$ cat src/rtl/spq_pkg.sv
// Shared package for the sorted priority queue.
// Holds the operation and status codes, the entry type and the default depth.
// No dependencies.
package spq_pkg;

    // Default number of entries the store can hold.
    localparam int DEPTH_DEF = 16;

    // Operation codes carried by the kind field of an input item.
    localparam logic [1:0] KIND_INSERT = 2'd0;
    localparam logic [1:0] KIND_REMOVE = 2'd1;
    localparam logic [1:0] KIND_LIST   = 2'd2;

    // Status codes carried by the status field of a result item.
    localparam logic [1:0] ST_OK        = 2'd0;
    localparam logic [1:0] ST_UNDERFLOW = 2'd1;
    localparam logic [1:0] ST_FULL      = 2'd2;
    localparam logic [1:0] ST_EMPTY     = 2'd3;

    // One stored entry: data word and priority.
    typedef struct packed {
        logic signed [31:0] value;
        logic signed [31:0] prio;
    } t_entry;

endpackage

$ cat src/rtl/spq_mem.sv
// Entry store of the sorted priority queue: one write port and one read port.
// The read data is registered. Depends on spq_pkg for the entry type.
module spq_mem #(
    parameter int DEPTH = spq_pkg::DEPTH_DEF,
    parameter int AW    = $clog2(DEPTH)
) (
    input  logic            i_clk,
    input  logic            i_we,
    input  logic [AW-1:0]   i_waddr,
    input  spq_pkg::t_entry i_wdata,
    input  logic [AW-1:0]   i_raddr,
    output spq_pkg::t_entry o_rdata
);
    import spq_pkg::*;

    t_entry r_mem [DEPTH];
    t_entry r_rdata;

    // Write port.
    always_ff @(posedge i_clk) begin
        if (i_we) begin
            r_mem[i_waddr] <= i_wdata;
        end
    end

    // Registered read port.
    always_ff @(posedge i_clk) begin
        r_rdata <= r_mem[i_raddr];
    end

    assign o_rdata = r_rdata;

endmodule

$ cat src/rtl/sorted_priority_queue_top.sv
// Top level of the sorted priority queue: sequencer, ring pointers and output register.
// Depends on spq_pkg and spq_mem.
//
// The queue holds up to DEPTH entries in a single-port-read memory organized as a ring,
// sorted by ascending priority with equal priorities in arrival order. The block takes
// one item at a time and stalls its input until that item's work is done. An insert
// walks back from the tail, moving each entry of larger priority one slot up; a full
// store or an empty store skips the walk. A remove just advances the head slot. A list
// gives its results head first. Each step makes one registered read of the entry memory,
// and stalls on the output hold the sequencer.
module sorted_priority_queue_top #(
    parameter int DEPTH = spq_pkg::DEPTH_DEF
) (
    input  logic               i_clk,
    input  logic               i_rst_n,
    input  logic               i_in_valid,
    output logic               o_in_stall,
    input  logic [1:0]         i_kind,
    input  logic signed [31:0] i_item_value,
    input  logic signed [31:0] i_priority_req,
    output logic               o_out_valid,
    input  logic               i_out_stall,
    output logic [1:0]         o_status,
    output logic signed [31:0] o_out_value,
    output logic signed [31:0] o_out_priority,
    output logic               o_last
);
    import spq_pkg::*;

    localparam int AW = $clog2(DEPTH);
    localparam int CW = $clog2(DEPTH + 1);

    // Sequencer states.
    localparam logic [2:0] S_IDLE     = 3'd0;
    localparam logic [2:0] S_INS_RD   = 3'd1;
    localparam logic [2:0] S_INS_CMP  = 3'd2;
    localparam logic [2:0] S_INS_PUT  = 3'd3;
    localparam logic [2:0] S_RM_WAIT  = 3'd4;
    localparam logic [2:0] S_LST_RD   = 3'd5;
    localparam logic [2:0] S_LST_WAIT = 3'd6;
    localparam logic [2:0] S_EMIT     = 3'd7;

    logic [2:0]         r_state, n_state;
    logic [CW-1:0]      r_count, n_count;
    logic [AW-1:0]      r_head, n_head;
    logic [AW-1:0]      r_idx, n_idx;
    logic signed [31:0] r_val, n_val;
    logic signed [31:0] r_pri, n_pri;
    logic [1:0]         r_res_status, n_res_status;
    t_entry             r_res_entry, n_res_entry;
    logic               r_res_last, n_res_last;
    logic               r_out_valid, n_out_valid;
    logic [1:0]         r_out_status, n_out_status;
    t_entry             r_out_entry, n_out_entry;
    logic               r_out_last, n_out_last;

    logic               mem_we;
    logic [AW-1:0]      mem_waddr;
    t_entry             mem_wdata;
    logic [AW-1:0]      mem_raddr;
    t_entry             mem_rdata;
    t_entry             new_entry;
    logic               in_accept;
    logic               slot_free;

    // Logical position in the ring to physical memory address.
    function automatic logic [AW-1:0] phys(input logic [AW-1:0] head, input logic [AW:0] off);
        logic [AW:0] sum;
        sum = {1'b0, head} + off;
        if (sum >= (AW+1)'(DEPTH)) begin
            sum = sum - (AW+1)'(DEPTH);
        end
        return sum[AW-1:0];
    endfunction

    spq_mem #(
        .DEPTH (DEPTH),
        .AW    (AW)
    ) u_mem (
        .i_clk   (i_clk),
        .i_we    (mem_we),
        .i_waddr (mem_waddr),
        .i_wdata (mem_wdata),
        .i_raddr (mem_raddr),
        .o_rdata (mem_rdata)
    );

    assign o_in_stall = (r_state != S_IDLE);
    assign in_accept  = i_in_valid && (r_state == S_IDLE);
    assign slot_free  = !r_out_valid || !i_out_stall;
    assign new_entry  = '{value: r_val, prio: r_pri};

    // Sequencer: one memory read or write per step.
    always_comb begin
        n_state      = r_state;
        n_count      = r_count;
        n_head       = r_head;
        n_idx        = r_idx;
        n_val        = r_val;
        n_pri        = r_pri;
        n_res_status = r_res_status;
        n_res_entry  = r_res_entry;
        n_res_last   = r_res_last;
        n_out_valid  = r_out_valid && i_out_stall;
        n_out_status = r_out_status;
        n_out_entry  = r_out_entry;
        n_out_last   = r_out_last;
        mem_we       = 1'b0;
        mem_waddr    = phys(r_head, {1'b0, r_idx} + (AW+1)'(1));
        mem_wdata    = new_entry;
        mem_raddr    = phys(r_head, {1'b0, r_idx});

        case (r_state)
            S_IDLE: begin
                mem_raddr = r_head;
                if (in_accept) begin
                    n_val        = i_item_value;
                    n_pri        = i_priority_req;
                    n_res_entry  = '0;
                    n_res_last   = 1'b1;
                    n_res_status = ST_OK;
                    n_idx        = '0;
                    case (i_kind)
                        KIND_INSERT: begin
                            if (r_count == CW'(DEPTH)) begin
                                n_res_status = ST_FULL;
                                n_state      = S_EMIT;
                            end else if (r_count == '0) begin
                                // First entry goes straight to the head slot.
                                mem_we    = 1'b1;
                                mem_waddr = r_head;
                                mem_wdata = '{value: i_item_value, prio: i_priority_req};
                                n_count   = r_count + CW'(1);
                                n_state   = S_EMIT;
                            end else begin
                                n_idx   = AW'(r_count - CW'(1));
                                n_state = S_INS_RD;
                            end
                        end
                        KIND_REMOVE: begin
                            if (r_count == '0) begin
                                n_res_status = ST_UNDERFLOW;
                                n_state      = S_EMIT;
                            end else begin
                                n_state = S_RM_WAIT;
                            end
                        end
                        KIND_LIST: begin
                            if (r_count == '0) begin
                                n_res_status = ST_EMPTY;
                                n_state      = S_EMIT;
                            end else begin
                                n_state = S_LST_WAIT;
                            end
                        end
                        default: begin
                            n_state = S_IDLE;
                        end
                    endcase
                end
            end

            S_INS_RD: begin
                n_state = S_INS_CMP;
            end

            // Move a larger entry up one slot, or drop the new one in above it.
            S_INS_CMP: begin
                mem_we = 1'b1;
                if ($signed(mem_rdata.prio) > $signed(r_pri)) begin
                    mem_wdata = mem_rdata;
                    if (r_idx == '0) begin
                        n_state = S_INS_PUT;
                    end else begin
                        n_idx   = r_idx - AW'(1);
                        n_state = S_INS_RD;
                    end
                end else begin
                    n_count = r_count + CW'(1);
                    n_state = S_EMIT;
                end
            end

            // The new entry has the smallest priority and becomes the head.
            S_INS_PUT: begin
                mem_we    = 1'b1;
                mem_waddr = r_head;
                n_count   = r_count + CW'(1);
                n_state   = S_EMIT;
            end

            S_RM_WAIT: begin
                n_res_entry = mem_rdata;
                n_head      = phys(r_head, (AW+1)'(1));
                n_count     = r_count - CW'(1);
                n_state     = S_EMIT;
            end

            S_LST_RD: begin
                n_state = S_LST_WAIT;
            end

            S_LST_WAIT: begin
                n_res_entry = mem_rdata;
                n_res_last  = ((CW'(r_idx) + CW'(1)) == r_count);
                n_state     = S_EMIT;
            end

            // Hand the pending result to the output register.
            S_EMIT: begin
                if (slot_free) begin
                    n_out_valid  = 1'b1;
                    n_out_status = r_res_status;
                    n_out_entry  = r_res_entry;
                    n_out_last   = r_res_last;
                    if (r_res_last) begin
                        n_state = S_IDLE;
                    end else begin
                        n_idx   = r_idx + AW'(1);
                        n_state = S_LST_RD;
                    end
                end
            end

            default: begin
                n_state = S_IDLE;
            end
        endcase
    end

    // Control registers.
    always_ff @(posedge i_clk) begin
        if (!i_rst_n) begin
            r_state     <= S_IDLE;
            r_count     <= '0;
            r_head      <= '0;
            r_idx       <= '0;
            r_out_valid <= 1'b0;
        end else begin
            r_state     <= n_state;
            r_count     <= n_count;
            r_head      <= n_head;
            r_idx       <= n_idx;
            r_out_valid <= n_out_valid;
        end
    end

    // Payload registers.
    always_ff @(posedge i_clk) begin
        r_val        <= n_val;
        r_pri        <= n_pri;
        r_res_status <= n_res_status;
        r_res_entry  <= n_res_entry;
        r_res_last   <= n_res_last;
        r_out_status <= n_out_status;
        r_out_entry  <= n_out_entry;
        r_out_last   <= n_out_last;
    end

    assign o_out_valid    = r_out_valid;
    assign o_status       = r_out_status;
    assign o_out_value    = r_out_entry.value;
    assign o_out_priority = r_out_entry.prio;
    assign o_last         = r_out_last;

endmodule

$ cat config.mk
export PLATFORM = sky130hd
export DESIGN_NAME = sorted_priority_queue_top
export DESIGN_NICKNAME = d
export VERILOG_FILES = /design/src/rtl/spq_pkg.sv /design/src/rtl/spq_mem.sv /design/src/rtl/sorted_priority_queue_top.sv
export SDC_FILE = /design/constraint.sdc
export NUM_CORES = 2
export LEC_CHECK = 0
export BUFFER_PORTS_ARGS = -buffer_cell sky130_fd_sc_hd__buf_2
export CAP_MARGIN = 20
export CORE_ASPECT_RATIO = 0.8
export CORE_UTILIZATION = 25
export DETAILED_ROUTE_END_ITERATION = 8
export PLACE_DENSITY = 0.38
export SETUP_SLACK_MARGIN = 0.5
export SYNTH_ARGS = -nofsm -noshare
export SYNTH_HDL_FRONTEND = slang
export SYNTH_SLANG_ARGS = --single-unit
$ cat constraint.sdc
create_clock -name i_clk -period 5.2 [get_ports i_clk]
set_input_delay 0.26 -clock i_clk [delete_from_list [all_inputs] [get_ports i_clk]]
set_output_delay 0.26 -clock i_clk [all_outputs]
set_load 0.05 [all_outputs]
==> metrics.txt <==
syn nets=2734; die area=0.202 mm²; drt pass-1 iters=7; worst-path cell chain=inv_1 > ha_1 > nand4_4 > nor2_1 > a221oi_1 > o211ai_1 > a21oi_2 > mux2_4 > nor2_4 > buf_4 > nand2_1 > nand2_1; die height=402 µm; Fmax achieved=231 MHz; Sw Share=0.342; Hold Path End=r_res_status[1]; Port Buffer Count=138; GPL Wtd Cong=0.778; detailed-route wire length per cell=25.8 µm; Net Sw Power=14.0 mW; final wirelength=148000 µm; Hold Crit Start=i_kind[1]; DRT antenna net count=0; initial antenna violation count=9; total number of vias=25900; final instance count without filler cells=5720; Setup Crit Path Kind=reg -> reg; Crit path largest cell delay=0.58 ns; Crit path top cell by count=nand2_1; hold_buf cts=68; max_cap viols=0; worst path buffer plus inverter count=2; Hold Vio Cnt, Final=0; Setup Skew=0.0322 ns; largest net degree at the start of global routing=68; worst vdd ir=0.475 mV; ys async rst share=0; Post-Syn Instances=2612; Site Rows=146; pwr dens=675 mW/mm²; DP Cell Count=5382; vias in the first global route=27300; post_cts resized=0; CP arrival=4.82 ns; setup slack at placement=0.685 ns; initial core utilization=0.252; Worst-path clk slew=0.06 ns; Finish-stage setup viols=0; Main synth FF type=edfxtp_1; Flop pwr share=0.381; mean post-synth cell area=19.2 µm²; CP max-delay cell=mux2_4; hold_ws=0.0845 ns; Slew @ Worst Pin=1.03 ns; HPWL Detailed=84200 µm; EDFF count, synth=1222; Global Route Usage Sum=0.147; TritonCTS buffer count=145; CP Capture Type=flip-flop; fin crit period=4.33 ns; core region area=0.199 mm²; period utilization=0.832; # IOs=139; DRC violations left=0; postcts setup bufs=0; Clock Latency Late Sink=0.79 ns; startpoint types=flip-flop; NumNets Final=3055; Ys Warns=0; Clock Path Buffers=3; Crit Path Max Fanout=31; vias per cell=4.53; Mapped Area=0.0501 mm²; first-pass GRT wire length=209000 µm; R2R depth=12; Cell variety after synth=57; headroom to the max-slew limit=0.315; Slew Limit Fails=0; CTS tree=done; P_int=26.9 mW; status=complete, no violations; hold depth=3; top cell family by delay on the critical path=simple AND/OR/NAND/NOR gates; RSZ-0062 raised after global routing=false; CP Data Required Time=5.69 ns; reg2reg setup slack=0.87 ns; worst r2r src=r_pri[31]; Root Driver=clkbuf_16; Layout Area Growth over Synthesis=20.7%; H-tree depth=4; Clock Sinks=1303; total congestion overflow=0; Die X=503 µm; FF-to-FF End=u_mem.r_mem[14][38]; sequential area share after synthesis=0.764; Clk pwr share=0.254; slack of the critical path=0.875 ns; Iteration-0 DRC Markers=2096; layout cells sized above 1=0.244; total power=40.9 mW; FF+latch count, synth=1303; type of the most critical hold path=in -> reg; Leakage Power=19.9 nW; Combinational Power Share=0.365
-- cells in the final DEF (no fill, tap or decap), types with 29 or more instances in the layout --
cell type / synthesis / final
buf_2: 43 / 138
mux4_2: 256 / 256
clkbuf_1: 70 / 32
dfxtp_1: 81 / 81
a211oi_1: 66 / 66
a22oi_1: 64 / 64
dlygate4sd3_1: 0 / 68
inv_1: 50 / 49
ha_1: 49 / 49
and2_1: 131 / 131
nand2_1: 289 / 288
buf_4: 18 / 58
a21oi_1: 30 / 29
edfxtp_1: 1222 / 1222
buf_12: 0 / 45
clkbuf_16: 0 / 147
a31oi_1: 67 / 67
-- logic make-up after synthesis --
kind of cell,share of synthesized area
compound gates,0.0368
xor+xnor,0.00367
fa+ha+maj,0.0134
buf+inv,0.0164
flops,0.764
mux,0.117
simple gates,0.0482
-- area by class of cell --
class | count | area (µm²)
Inverter | 50 | 190
Fill cell | 19300 | 138000
Multi-Input combinational cell | 1124 | 11200
Sequential cell | 1303 | 38300
Clock inverter | 77 | 802
Antenna cell | 2 | 5.00
Clock buffer | 191 | 3960
Timing Repair Buffer | 309 | 2710
Tap cell | 2664 | 3330
-- synthesized netlist by cell type, types with 13 or more instances --
cell / count / area (µm²)
edfxtp_1: 1222 / 36700
nand2_1: 289 / 1080
xnor2_1: 13 / 114
dfxtp_1: 81 / 1620
a31oi_1: 67 / 419
and2_1: 131 / 820
buf_4: 18 / 135
mux4_2: 256 / 5770
a21oi_1: 30 / 150
o21ai_0: 15 / 75.1
a22oi_1: 64 / 480
buf_2: 43 / 215
ha_1: 49 / 613
nor2_1: 42 / 158
inv_1: 50 / 188
a211oi_1: 66 / 495
clkbuf_1: 70 / 263
-- worst max path at each step --
| stage | cells after the start | start | endpoint | slack, ns |
|---|---|---|---|---|
| detailed placement | 12 | r_pri[31] | u_mem.r_mem[1][38] | 0.68 |
| finish | 12 | r_pri[31] | u_mem.r_mem[14][38] | 0.87 |
| CTS | 12 | r_pri[31] | u_mem.r_mem[7][36] | 0.66 |
| floorplan | 10 | r_count[0] | u_mem.r_mem[13][0] | -0.09 |
| global route | 12 | r_pri[31] | u_mem.r_mem[0][36] | 0.57 |
| global placement | 12 | r_pri[31] | u_mem.r_mem[12][7] | 0.71 |
-- registers in the layout, indices dropped and copies added, names as in the netlist, 5 cells and up --
| register | cells |
|---|---|
| r_pri | 32 |
| o_out_priority | 32 |
| r_count | 5 |
| o_out_value | 32 |
| u_mem.o_rdata | 64 |
| r_res_entry | 64 |
| r_val | 32 |
| u_mem.r_mem | 1024 |
-- power by group through the flow --
stage	sequential, mW	combinational [mW]	clock (mW)
3_5_place_dp	15.8	15.3	0
2_1_floorplan	15.5	10.2	0
6_report	15.6	14.9	10.4
4_1_cts	15.6	15.4	10.7
3_3_place_gp	15.8	15.1	0
5_1_grt	15.7	16.3	11.0
-- worst min-delay path, delay by kind of cell --
family	cells	cell delay, ns
adder cells (fa/ha/maj)	1	0.24
buffers and inverters	1	0.11
AND/OR/NAND/NOR	1	0.09
-- layer usage --
layer	part of all wire	track usage
met3	0.044	0.0269
met5	0.000088	0
met1	0.47	0.205
met2	0.47	0.236
met4	0.016	0.0321
-- stage by stage --
step / area [µm²] / utilization / setup TNS (ns)
final: 60500 / 0.305 / 0
after global routing: 60500 / 0.305 / 0
after CTS: 60500 / 0.305 / 0
after detailed placement: 55100 / 0.277 / 0
after global placement: 55100 / 0.277 / 0
after floorplan: 50200 / - / -16.78
Power figures use the tool's default switching activity.
